**src/hw/rtl/fpa_pkg.sv**
```systemverilog
// Shared types, constants and command codes for the Q24.8 fixed-point ALU.
// Used by every module of the block; depends on nothing else.
`timescale 1ns / 1ps

package fpa_pkg;

    localparam int FRAC_BITS = 8;
    localparam int DATA_W    = 32;
    // Dividend width of the divider: |a| shifted left by the fraction bits.
    localparam int DIV_W     = DATA_W + FRAC_BITS;
    // Width of a product magnitude after the fraction bits are dropped.
    localparam int MAG_W     = 2 * DATA_W - FRAC_BITS;
    localparam int QDEPTH    = 2;
    localparam int QPTR_W    = $clog2(QDEPTH);

    typedef enum logic [3:0] {
        CMD_ADD      = 4'd0,
        CMD_SUB      = 4'd1,
        CMD_MUL      = 4'd2,
        CMD_DIV      = 4'd3,
        CMD_MIN      = 4'd4,
        CMD_MAX      = 4'd5,
        CMD_CMP      = 4'd6,
        CMD_INC      = 4'd7,
        CMD_DEC      = 4'd8,
        CMD_FROM_INT = 4'd9,
        CMD_TO_INT   = 4'd10
    } cmd_t;

    typedef enum logic [1:0] {
        ST_OK   = 2'd0,
        ST_OVF  = 2'd1,
        ST_DIV0 = 2'd2
    } status_t;

    // Which unit of the back end produces the result.
    typedef enum logic [1:0] {
        KIND_SIMPLE = 2'd0,
        KIND_MUL    = 2'd1,
        KIND_DIV    = 2'd2
    } kind_t;

    typedef struct packed {
        logic [3:0]               command;
        logic signed [DATA_W-1:0] operand_a;
        logic signed [DATA_W-1:0] operand_b;
    } in_word_t;

    typedef struct packed {
        logic signed [DATA_W-1:0] result;
        logic                     is_less;
        logic                     is_equal;
        logic                     is_greater;
        status_t                  status;
    } out_word_t;

    // Classified word handed from the front end to the back end.
    typedef struct packed {
        kind_t             kind;
        logic              neg;
        logic [DATA_W-1:0] mag_a;
        logic [DATA_W-1:0] mag_b;
        out_word_t         simple;
    } fe_word_t;

    // Word carried through the back-end pipeline stages.
    typedef struct packed {
        kind_t             kind;
        logic              neg;
        logic [DATA_W-1:0] rem;
        logic [DIV_W-1:0]  dq;
        logic [DATA_W-1:0] den;
        out_word_t         res;
    } bk_word_t;

endpackage

```
**src/hw/rtl/fpa_queue.sv**
```systemverilog
// Short queue between the front end and the back end.
// Depends on fpa_pkg for the word type and depth.
`timescale 1ns / 1ps

module fpa_queue
    import fpa_pkg::*;
(
    input  logic     clk,
    input  logic     rst_n,
    input  logic     push_valid,
    input  fe_word_t push_word,
    output logic     push_room,
    input  logic     pop,
    output logic     head_valid,
    output fe_word_t head_word
);

    fe_word_t          mem_reg [QDEPTH];
    logic [QPTR_W-1:0] wptr_reg;
    logic [QPTR_W-1:0] wptr_next;
    logic [QPTR_W-1:0] rptr_reg;
    logic [QPTR_W-1:0] rptr_next;
    logic [QPTR_W:0]   count_reg;
    logic [QPTR_W:0]   count_next;
    logic              push_en;
    logic              pop_en;

    assign push_room  = count_reg < (QPTR_W+1)'(QDEPTH);
    assign head_valid = count_reg != '0;
    assign head_word  = mem_reg[rptr_reg];
    assign push_en    = push_valid && push_room;
    assign pop_en     = pop && head_valid;

    // Pointer and fill count update.
    always_comb
    begin
        wptr_next  = wptr_reg;
        rptr_next  = rptr_reg;
        count_next = count_reg;
        if (push_en)
        begin
            wptr_next = (wptr_reg == QPTR_W'(QDEPTH-1)) ? '0 : wptr_reg + 1'b1;
        end
        if (pop_en)
        begin
            rptr_next = (rptr_reg == QPTR_W'(QDEPTH-1)) ? '0 : rptr_reg + 1'b1;
        end
        if (push_en && !pop_en)
        begin
            count_next = count_reg + 1'b1;
        end
        else if (pop_en && !push_en)
        begin
            count_next = count_reg - 1'b1;
        end
    end

    always_ff @(posedge clk or negedge rst_n)
    begin
        if (!rst_n)
        begin
            wptr_reg  <= '0;
            rptr_reg  <= '0;
            count_reg <= '0;
        end
        else
        begin
            wptr_reg  <= wptr_next;
            rptr_reg  <= rptr_next;
            count_reg <= count_next;
        end
    end

    // Entry storage.
    always_ff @(posedge clk)
    begin
        if (push_en)
        begin
            mem_reg[wptr_reg] <= push_word;
        end
    end

endmodule

```
**config.mk**
```make
export PLATFORM = sky130hd
export DESIGN_NAME = fpa_queue
export DESIGN_NICKNAME = d
export VERILOG_FILES = /design/src/hw/rtl/fpa_pkg.sv /design/src/hw/rtl/fpa_queue.sv
export SDC_FILE = /design/constraint.sdc
export NUM_CORES = 1
export LEC_CHECK = 0
export BUFFER_PORTS_ARGS = -buffer_cell sky130_fd_sc_hd__buf_2
export CAP_MARGIN = 5
export CORE_ASPECT_RATIO = 0.6
export CORE_UTILIZATION = 54
export CTS_BUF_LIST = sky130_fd_sc_hd__clkbuf_2 sky130_fd_sc_hd__clkbuf_4 sky130_fd_sc_hd__clkbuf_8
export CTS_CLUSTER_DIAMETER = 200
export CTS_CLUSTER_SIZE = 8
export DETAILED_ROUTE_END_ITERATION = 6
export PLACE_DENSITY = 0.82
export SYNTH_ARGS = -nofsm -noshare
export SYNTH_HDL_FRONTEND = slang
export SYNTH_SLANG_ARGS = --single-unit
```
**constraint.sdc**
```tcl
create_clock -name clk -period 7 [get_ports clk]
set_clock_uncertainty 0.1 [all_clocks]
set_input_delay 1.4 -clock clk [delete_from_list [all_inputs] [get_ports clk]]
set_output_delay 1.4 -clock clk [all_outputs]
set_load 0.1 [all_outputs]
```
---- Yosys cells after proc, flatten, opt, wreduce, memory -nomap -nowiden ----
Memories as Yosys holds them, arrays and structs flattened.
Cells that the tools add are included.
Widths: inputs -> output; s select.
storage, ports and cells
  register bits ........................... 4
  memory bits (writable) .................. 208
  output and inout bits ................... 106
  logic and storage cells ................. 23
  memories ................................ 1
operators by class
  $add $sub $neg .......................... 4
  $lt $le $gt $ge ......................... 1
  muxes and demuxes ....................... 6
  reductions and logical operators ........ 8
memories
  memory   depth  bits a word  read ports  clocked after Yosys merged registers in  write ports  line             source
  mem_reg  2      104          1           0                                        1            fpa_queue.sv:18  fe_word_t mem_reg [QDEPTH];
operators with widths
  kind                 count
  $logic_and 1x1->1    4
  $mux 1               4
  $mux 2               2
  $reduce_bool 2->1    2
  $add 1x1->1 const B  2
  $add 2x1->2 const B  1
  $logic_not 1->1      2
  $lt 2x2->1 const B   1
  $sub 2x1->2 const B  1

---- Longest topological paths before layout ----
  depth after elaboration ................. 6
  gate-level depth with buffers ........... 6
  mapped depth without buffers ............ 6

---- Worst setup path before layout ----
Ideal clock, no wire load.
  path kind ............................... input-to-reg
  start point ............................. input push_valid
  end point ............................... memory mem_reg[0][0] (netlist name) (enable)
  data arrival time ....................... 6.261 ns
  required time ........................... 6.320 ns
  path slack .............................. 0.059 ns
  stages on the path ...................... 2
  path through ............................ nor2b_1 -> nor2b_1
on the way
  word-level cells in the longest chain between the ends .. 3
RTL lines
  element                       line             source
  start: declaration            fpa_queue.sv:10  input logic push_valid,
  $logic_and 1x1->1             fpa_queue.sv:31  assign push_en = push_valid && push_room;
  $mux 1                        fpa_queue.sv:77  if (push_en)
  $mux 1 (not written as such)  fpa_queue.sv:79  mem_reg[wptr_reg] <= push_word;
  end: declaration              fpa_queue.sv:18
Every way passes these cells.

==> results by group <==
Clocking
  • H-tree Lvls: 1
  • Total CTS buffers: 30
  • Post-CTS Setup Inserts: 0
  • Clock transition at path regs: 60 ps
  • CTS tree: done
  • Clock sink count: 212
  • Clk buf depth: 3
  • Worst skew pair latency: 540 ps
  • Post_cts resized: 0
  • CTS root buffer: clkbuf_8
  • Cts hold-fix bufs: 0

Worst hold path
  • HP Class: flip-flop to flip-flop
  • Cells on Worst Hold Path: 1
  • Hold Crit Start: count_reg[0]
  • Hold path endpoint: count_reg[0]

Layout
  • Max reg flops: 208
  • Fin cells: 785
  • Ratio of cells with drive above 1 in the final layout: 62.6%
  • Post-route cell area: 9700 µm²
  • Fin nets: 687
  • Layout area overhead: 22.1%
  • Fillers: 878

Global route
  • Total GRT Usage: 17.9%
  • Number of global-route vias before repair: 3951
  • Largest net degree at the start of global routing: 71
  • Initial antenna violation count: 2
  • GRT Residual Overflow: 0
  • First-pass GRT wire length: 20100 µm

Synthesis
  • Synth top area share: 78.6%
  • Post-synthesis sequential area ratio: 79.8%
  • Syn Area/Cell: 23.3 µm²
  • Top-count cell post-synth: edfxtp_1
  • Synth Flop Type: edfxtp_1
  • Commonest cells in the netlist: edfxtp_1, mux2_2, mux2_4
  • Yosys cell types: 17
  • Post-synth top area cell: edfxtp_1
  • Syn Std Cell Area: 7950 µm²
  • Synth area leaders: edfxtp_1, mux2_4, mux2_2, buf_12, dfrtp_1
  • Synth Instances: 341
  • Syn. warnings: 0
  • Syn Nets: 450
  • Fraction of registers with async set/reset: 1.89%
  • Post-synth EDFFs: 208
  • FF+latch count, synth: 212

Outcome
  • Status: finished clean

Timing
  • Min Tclk post-route: 4590 ps
  • Period utilization: 65.5%
  • # setup viols final: 0
  • Worst Hold Slack: 424 ps
  • Worst-margin pin slew: 1030 ps
  • Setup Total Neg Slack: 0 ps
  • Max-slew violations: 0
  • Fmax: 0.218 GHz
  • Hold Fails Final Rpt: 0
  • RSZ-0062 raised after global routing: no
  • Normalized max-slew margin: 31.1%

Placed design
  • Placed cell area: 9150 µm²
  • Hpwl dp: 9220 µm
  • Inst Count DP: 738
  • Gpl congestion: 0.743
  • I/O Buffers: 213

Setup path
  • Worst r2r dst: mem_reg[1][26]
  • Crit start category: flip-flop
  • Worst R2R Setup Slack: 4410 ps
  • CP required: 5500 ps
  • Worst Path Arrival: 3090 ps
  • Crit Path Max Fanout: 70
  • Worst r2r path cells: 3
  • Crit. End Element: output port
  • WS Path Type: flip-flop to output port
  • Reg2Reg Launch Point: count_reg[1]

Route
  • Final ANT Viol Nets: 0
  • Pre-Repair DR Iteration Count: 4
  • Vias: 3880
  • Routed WL per cell: 17.8 µm
  • Total Wirelength: 14000 µm
  • Vias/cell: 4.94
  • DRC viols: 0
  • Initial DRC count: 190

Floorplan
  • Core area: 14000 µm²
  • Die extent in y: 96.0 µm
  • Die ar.: 15200 µm²
  • Initial Util: 56.8%
  • # rows: 33
  • Die width: 159 µm
  • I/O pins: 214

Flow run
  • Max-cap check violation count: 0
-- how the worst max path moves through the flow --
stage          startpoint       endpoint
2_1_floorplan  push_valid  mem_reg[0][0]
3_3_place_gp     rptr_reg  head_word[43]
3_5_place_dp     rptr_reg  head_word[85]
4_1_cts          rptr_reg  head_word[85]
5_1_grt          rptr_reg  head_word[85]
6_report         rptr_reg  head_word[85]
-- per-layer routing --
metal	track usage, %	vias to the layer above	share of wire (%)
met2	29.4	173	46
li1	-	1822	-
met4	4.81	0	1.5
met5	0	-	0
met3	6.84	20	9.6
met1	22.4	1865	42
-- critical path: stages (launching register included) --
cell     delay (ps)
dfrtp_4        1100
buf_4           670
mux2_2          410
buf_2           290
-- stage by stage --
step	utilization, %	setup WS, ps
after global routing	69.3	2280
after global placement	65.4	2990
after CTS	69.3	2360
after floorplan	-	59.3
final	69.3	2410
after detailed placement	65.4	2950
-- kinds of logic after synthesis --
group	count (synthesis)	synth area share (%)
mux	104	17.1
flops	212	79.8
simple gates	6	0.409
fa+ha+maj	1	0.157
buf+inv	13	1.95
xor+xnor	5	0.551
-- layout by cell type, fill, tap and decap left out, types with 2 or more instances in the layout --
cell type  count
buf_2        213
edfxtp_1     208
mux2_2        54
mux2_4        50
clkbuf_8      30
clkbuf_4      13
buf_4          4
xnor2_1        3
dfrtp_1        3
diode_2        2
xor2_1         2
-- final cells by class --
type	count	area (µm²)	area share [%]
Sequential cell	212	6350	65.5
Multi-Input combinational cell	116	1460	15.0
Timing Repair Buffer	217	1100	11.3
Clock buffer	43	510	5.26
Tap cell	192	240	2.48
Clock inverter	2	38.8	0.400
Antenna cell	2	5.00	0.0516
Inverter	1	3.75	0.0387
Power is not shown: default switching activity piles up to over one toggle a cycle in this logic, so the estimate is an artifact.
