--- src/hw/rtl/fpa_pkg.sv ---
// Shared types, constants and command codes for the Q24.8 fixed-point ALU.
// Used by every module of the block; depends on nothing else.
`timescale 1ns / 1ps

package fpa_pkg;

    localparam int FRAC_BITS = 8;
    localparam int DATA_W    = 32;
    // Dividend width of the divider: |a| shifted left by the fraction bits.
    localparam int DIV_W     = DATA_W + FRAC_BITS;
    // Width of a product magnitude after the fraction bits are dropped.
    localparam int MAG_W     = 2 * DATA_W - FRAC_BITS;
    localparam int QDEPTH    = 2;
    localparam int QPTR_W    = $clog2(QDEPTH);

    typedef enum logic [3:0] {
        CMD_ADD      = 4'd0,
        CMD_SUB      = 4'd1,
        CMD_MUL      = 4'd2,
        CMD_DIV      = 4'd3,
        CMD_MIN      = 4'd4,
        CMD_MAX      = 4'd5,
        CMD_CMP      = 4'd6,
        CMD_INC      = 4'd7,
        CMD_DEC      = 4'd8,
        CMD_FROM_INT = 4'd9,
        CMD_TO_INT   = 4'd10
    } cmd_t;

    typedef enum logic [1:0] {
        ST_OK   = 2'd0,
        ST_OVF  = 2'd1,
        ST_DIV0 = 2'd2
    } status_t;

    // Which unit of the back end produces the result.
    typedef enum logic [1:0] {
        KIND_SIMPLE = 2'd0,
        KIND_MUL    = 2'd1,
        KIND_DIV    = 2'd2
    } kind_t;

    typedef struct packed {
        logic [3:0]               command;
        logic signed [DATA_W-1:0] operand_a;
        logic signed [DATA_W-1:0] operand_b;
    } in_word_t;

    typedef struct packed {
        logic signed [DATA_W-1:0] result;
        logic                     is_less;
        logic                     is_equal;
        logic                     is_greater;
        status_t                  status;
    } out_word_t;

    // Classified word handed from the front end to the back end.
    typedef struct packed {
        kind_t             kind;
        logic              neg;
        logic [DATA_W-1:0] mag_a;
        logic [DATA_W-1:0] mag_b;
        out_word_t         simple;
    } fe_word_t;

    // Word carried through the back-end pipeline stages.
    typedef struct packed {
        kind_t             kind;
        logic              neg;
        logic [DATA_W-1:0] rem;
        logic [DIV_W-1:0]  dq;
        logic [DATA_W-1:0] den;
        out_word_t         res;
    } bk_word_t;

endpackage

--- src/hw/rtl/fpa_front.sv ---
// Front end: accepts request words, decodes the command and computes the
// operations that need no multiplier or divider. Depends on fpa_pkg.
`timescale 1ns / 1ps

module fpa_front
    import fpa_pkg::*;
(
    input  logic     clk,
    input  logic     rst_n,
    input  logic     req_valid,
    output logic     req_stall,
    input  in_word_t req_word,
    output logic     push_valid,
    output fe_word_t push_word,
    input  logic     push_room
);

    logic     fe_vld_reg;
    logic     fe_vld_next;
    fe_word_t fe_word_reg;
    fe_word_t fe_word_next;
    logic     take;

    // Hold the front register while the queue is full.
    assign req_stall   = fe_vld_reg && !push_room;
    assign take        = req_valid && !req_stall;
    assign fe_vld_next = take || (fe_vld_reg && !push_room);
    assign push_valid  = fe_vld_reg;
    assign push_word   = fe_word_reg;

    // Decode and work out everything that needs no multiplier or divider.
    always_comb
    begin
        logic signed [DATA_W-1:0] a;
        logic signed [DATA_W-1:0] b;
        logic [DATA_W:0]          wide;
        logic                     a_gt_b;
        logic [FRAC_BITS:0]       top;
        a      = req_word.operand_a;
        b      = req_word.operand_b;
        a_gt_b = a > b;
        wide   = '0;
        top    = a[DATA_W-1:DATA_W-1-FRAC_BITS];
        fe_word_next        = '0;
        fe_word_next.kind   = KIND_SIMPLE;
        fe_word_next.neg    = a[DATA_W-1] ^ b[DATA_W-1];
        fe_word_next.mag_a  = a[DATA_W-1] ? DATA_W'(-a) : DATA_W'(a);
        fe_word_next.mag_b  = b[DATA_W-1] ? DATA_W'(-b) : DATA_W'(b);
        fe_word_next.simple.status = ST_OK;
        case (req_word.command)
            CMD_ADD, CMD_SUB, CMD_INC, CMD_DEC:
            begin
                case (req_word.command)
                    CMD_ADD: wide = {a[DATA_W-1], a} + {b[DATA_W-1], b};
                    CMD_SUB: wide = {a[DATA_W-1], a} - {b[DATA_W-1], b};
                    CMD_INC: wide = {a[DATA_W-1], a} + (DATA_W+1)'(1);
                    default: wide = {a[DATA_W-1], a} - (DATA_W+1)'(1);
                endcase
                fe_word_next.simple.result = wide[DATA_W-1:0];
                fe_word_next.simple.status =
                    (wide[DATA_W] != wide[DATA_W-1]) ? ST_OVF : ST_OK;
            end
            CMD_MUL:
            begin
                fe_word_next.kind = KIND_MUL;
            end
            CMD_DIV:
            begin
                if (b == '0)
                begin
                    fe_word_next.simple.status = ST_DIV0;
                end
                else
                begin
                    fe_word_next.kind = KIND_DIV;
                end
            end
            CMD_MIN:
            begin
                fe_word_next.simple.result = a_gt_b ? b : a;
            end
            CMD_MAX:
            begin
                fe_word_next.simple.result = a_gt_b ? a : b;
            end
            CMD_CMP:
            begin
                fe_word_next.simple.is_less    = a < b;
                fe_word_next.simple.is_equal   = a == b;
                fe_word_next.simple.is_greater = a_gt_b;
            end
            CMD_FROM_INT:
            begin
                // The product fits only when the dropped top bits copy the sign.
                fe_word_next.simple.result = a <<< FRAC_BITS;
                fe_word_next.simple.status =
                    ((top == '0) || (top == '1)) ? ST_OK : ST_OVF;
            end
            CMD_TO_INT:
            begin
                fe_word_next.simple.result = a >>> FRAC_BITS;
            end
            default:
            begin
                fe_word_next.simple = '0;
            end
        endcase
    end

    // Control state.
    always_ff @(posedge clk or negedge rst_n)
    begin
        if (!rst_n)
        begin
            fe_vld_reg <= 1'b0;
        end
        else
        begin
            fe_vld_reg <= fe_vld_next;
        end
    end

    // Payload.
    always_ff @(posedge clk)
    begin
        if (take)
        begin
            fe_word_reg <= fe_word_next;
        end
    end

endmodule

--- config.mk ---
export PLATFORM = sky130hd
export DESIGN_NAME = fpa_front
export DESIGN_NICKNAME = d
export VERILOG_FILES = /design/src/hw/rtl/fpa_pkg.sv /design/src/hw/rtl/fpa_front.sv
export SDC_FILE = /design/constraint.sdc
export NUM_CORES = 1
export LEC_CHECK = 0
export BUFFER_PORTS_ARGS = -buffer_cell sky130_fd_sc_hd__buf_2
export CAP_MARGIN = 20
export CORE_MARGIN = 2
export CORE_UTILIZATION = 55
export CTS_BUF_LIST = sky130_fd_sc_hd__clkbuf_4 sky130_fd_sc_hd__clkbuf_8 sky130_fd_sc_hd__clkbuf_16
export DETAILED_ROUTE_END_ITERATION = 8
export PLACE_DENSITY = 0.79
export SETUP_SLACK_MARGIN = 0.02
export SLEW_MARGIN = 0
export SYNTH_ARGS = -nofsm -noshare
export SYNTH_HDL_FRONTEND = slang
export SYNTH_SLANG_ARGS = --single-unit
--- constraint.sdc ---
create_clock -name clk -period 4.4 [get_ports clk]
set_clock_uncertainty 0.1 [all_clocks]
set_input_delay 0.22 -clock clk [delete_from_list [all_inputs] [get_ports clk]]
set_output_delay 0.22 -clock clk [all_outputs]
set_load 0.02 [all_outputs]
Yosys cells after proc, flatten, opt, wreduce, memory -nomap -nowiden
Index checks and enable logic that the tools add are counted.
{"block": "op_classes", "addsub": 6, "magnitude_cmp": 2, "eq_ne": 13, "muxes": 13, "n_bitwise": 1, "n_reduce_logical": 10}
{"op": "32-bit one-hot mux with 5 select lines", "count": 1}
{"op": "33-bit one-hot mux with 3 select lines", "count": 1}
{"op": "32-bit 2-to-1 mux", "count": 2}
{"op": "32-bit negator", "count": 2}
{"op": "31-bit 2-to-1 mux", "count": 2}
{"op": "32-bit by 2-bit adder with 33-bit output, second input constant", "count": 1}
{"op": "32-bit by 32-bit adder with 33-bit output", "count": 1}
{"op": "33-bit 2-to-1 mux", "count": 1}
{"op": "32-bit by 2-bit subtractor with 33-bit output, second input constant", "count": 1}
{"op": "32-bit by 32-bit subtractor with 33-bit output", "count": 1}
{"op": "32-bit equality test", "count": 1}
{"op": "32-bit greater-than comparator", "count": 1}
{"op": "32-bit zero test", "count": 1}
{"op": "32-bit less-than comparator", "count": 1}
{"op": "4-bit by 3-bit equality test with 1-bit output, second input constant", "count": 4}
{"op": "4-bit equality test, second input constant", "count": 3}
{"op": "9-bit equality test, second input constant", "count": 1}
{"op": "9-bit zero test", "count": 1}
{"op": "4-bit by 2-bit equality test with 1-bit output, second input constant", "count": 2}
{"op": "2-bit one-hot mux with 3 select lines", "count": 1}
{"op": "4-bit by 1-bit equality test with 1-bit output, second input constant", "count": 1}
{"op": "4-bit zero test", "count": 1}
{"op": "2-bit 2-to-1 mux", "count": 2}
{"op": "2-bit one-hot mux with 2 select lines", "count": 1}
{"op": "7 further kinds", "count": 11}
{"block": "word_totals", "register_bits": 105}

Depth between registers and ports, before layout
{"block": "logic_depth", "ltp_word": 6, "ltp_mapped": 16, "depth_no_buf": 15}

Worst setup path after synthesis
No wires, ideal clock.
{"block": "synth_path", "path_kind": "input to register", "from": "input port req_word[65] (netlist name)", "to": "register fe_word_reg, in the netlist push_word[0], data pin", "setup_time_ns": 0.272, "t_arrival_ns": 3.709, "required_ns": 4.028, "slack_ns": 0.320, "path_stages": 14, "path_cell_list": "clkbuf_1 -> nor3_1 -> nand2b_1 -> clkbuf_1 -> o21a_1 -> ha_1 -> or4_1 -> a41o_1 -> a41o_1 -> a21boi_1 -> o21ai_1 -> a221o_1 -> mux2i_1 -> or4_1"}
{"element": "start: declaration", "line_no": "fpa_front.sv:12", "text": "input in_word_t req_word,"}
{"element": "end signal: assignment", "line_no": "fpa_front.sv:128", "text": "fe_word_reg <= fe_word_next;"}
{"element": "end: declaration", "line_no": "fpa_front.sv:20", "text": "fe_word_t fe_word_reg;"}

==> results.toml <==
[routing]
wl_per_cell_um = 23.1
vias_per_cell = 6.56
vias = 9434
drc = 0
drt_iter0_drc = 1245
routed_wl_um = 33200
antenna_left = 0
first_pass_iters = 6

[cts]
cts_tree = "done"
cts.sinks = 105
postCtsSetupBuffers = 0
path_clk_slew_ps = 70
clockBufferDepth = 2
root_buffer = "clkbuf_16"
insertion_delay_ps = 340
cts_made_buffers = 9
htree_levels = 3
cts_resized = 0
ctsHoldBuffers = 2

[timing]
worst_pin_slew_ps = 1050
worst_slack_ps = 469
hold_slack_ps = 15.2
finalSetupTns_ps = 0
setup_viol = 0
max_freq_ghz = 0.254
min_period_ps = 3930
finalHoldViolations = 0
rsz0062_at_grt = "no"
timing.final.crit_share = 0.893
maxSlewHeadroom = 0.302
slew_viol_final = 0

[critical_path]
crit_arrival_ps = 3920
path_class = "in -> reg"
cp-start-kind = "input port"
crit_path_end_kind = "flip-flop"
critPathMaxFanout = 32
required_ps = 4390

[pwr]
cellLeakagePower_nw = 4.59
seq_power_share = 0.375
clkPwrFrac = 0.250
combPwrFrac = 0.375
power.total_mw = 3.25
p_sw_frac = 0.352
p_sw_mw = 1.14
powerDensity_nw_per_um2 = 290
p_int_mw = 2.11
irDropWorstVdd_mv = 0.176

[die]
die_area_um2 = 18600
die-width_um = 136
die_height_um = 136
core_area_um2 = 17200
start_util = 0.560
core.rowCount = 48
io_pins = 178

[place]
pre_cts_ws_ps = 140
placed_cells = 1420
hpwl_um = 25800
post_dp_cell_area_um2 = 10900
numPortBuffers = 177
gp_congestion = 1.08

[run_status]
status = "finished clean"

[logic_synthesis]
synthArstFlopShare = 0.00952
yosysSeqAreaShare = 0.327
synth_compound_area_frac = 0.258
synth_fp_nets = 1182
syn_avg_cell_area_um2 = 9.24
yosysWarnings = 0
synth_ff_type = "edfxtp_1"
synth_most_common_cell = "edfxtp_1"
synthAdderAreaFrac = 0.0913
synth_top_family_by_area = "compound AO/OA/AOI/OAI gates"
synth_top_area_frac = 0.325
synth_top_area_cell = "edfxtp_1"
synth-edff-count = 104
synthMuxAreaShare = 0.0355
synthTopCellsByArea = "edfxtp_1, ha_1, xnor2_1"
synth_cell_types = 78
syn_area_um2 = 9620
yosys.area_share.simple = 0.131
synth-seq-cells = 105
synth_xor_area_frac = 0.107
synth_common_cells = "edfxtp_1, xnor2_1, nand2_1"
netlist_instances = 1041

[worst_hold_path]
hp-class = "in -> reg"

[final_layout]
post-route-util = 0.654
stdcell_count = 1438
post-route-cell-area_um2 = 11200
drive_gt1_frac = 0.213
layout.nets = 1349
area_growth_syn_to_layout_pct = 16.7

[global_route]
grt_max_degree = 62
grt_first_pass_wirelength_um = 49800
antenna_found_initial = 0
grt_pass1_vias = 8742
grt_use_total = 0.356
overflow = 0

[flow_run]
cap_violations = 0
worst paths after layout:
| check | slack (ps) | depth (start not counted) | endpoint | start |
|---|---|---|---|---|
| min reg2reg | 460 | 2 | push_valid$_DFF_PN0_ | push_valid$_DFF_PN0_ |
| max reg2reg | 2330 | 3 | push_word[17]$_DFFE_PP_ | push_valid$_DFF_PN0_ |
| max | 470 | 15 | push_word[0]$_DFFE_PP_ | req_word[66] |
| min | 20 | 1 | push_word[37]$_DFFE_PP_ | req_word[0] |
| min in group asynchronous | 80 | 2 | push_valid$_DFF_PN0_ | rst_n |
| max in group asynchronous | 4040 | 2 | push_valid$_DFF_PN0_ | rst_n |
kinds of logic (layout without fill, tap and decap cells):
group           Yosys count  count (layout)
compound gates          359             359
simple gates            234             234
buf+inv                 123             294
xor+xnor                117             117
flops                   105             105
fa+ha+maj                69              69
mux                      34              34
other cells               0               1
routing by layer:
| metal | wire [um] | global-route usage | vias to the layer above |
|---|---|---|---|
| li1 | - | - | 4321 |
| met5 | 0 | 0 | - |
| met4 | 859 | 0.0972 | 0 |
| met2 | 13700 | 0.513 | 617 |
| met3 | 4490 | 0.106 | 67 |
| met1 | 14200 | 0.518 | 4429 |
sequential cells by signal, summed over array words and instances, names as in the netlist:
signal	count
push_valid	1
push_word	104
power by group through the flow:
stage,Sequential (mW),Combinational [mW],Clock (mW)
floorplan,1.34,0.686,0
global placement,1.24,1.17,0
detailed placement,1.24,1.18,0
CTS,1.22,1.19,0.815
global route,1.23,1.31,0.854
finish,1.22,1.22,0.812
cell usage in the layout, fill, tap and decap left out, types with 12 or more instances in the layout:
cell,n
inv_1,53
o21ai_0,62
edfxtp_1,104
nand3_1,20
o31ai_1,16
xnor2_1,90
o211ai_1,13
o21ai_1,23
mux2i_1,33
nand4_1,18
a222oi_1,16
nand2b_1,17
nand2_1,72
o21a_1,35
xor2_1,27
o221ai_1,15
buf_2,177
a21o_1,20
or3_1,12
a21oi_1,65
ha_1,67
buf_4,38
nor2_1,32
critical path, stage by stage:
cell and delay (ps):
buf_2 120, nor3_1 280, nand2b_1 160, buf_12 190, o21a_1 200, ha_1 280
a211oi_1 340, o31ai_1 170, a31o_2 280, a41o_1 290, a21boi_1 220, o21ai_1 100
a221o_1 410, mux2i_1 140, or4_1 500
cell type report:
type	count	area [um2]
Inverter	59	226
Antenna cell	1	2.50
Clock inverter	4	52.6
Clock buffer	11	240
Sequential cell	105	3150
Fill cell	1462	5950
Timing Repair Buffer	220	1250
Tap cell	225	282
Multi-Input combinational cell	813	6030
No activity file was read; power rests on OpenSTA's default activity.
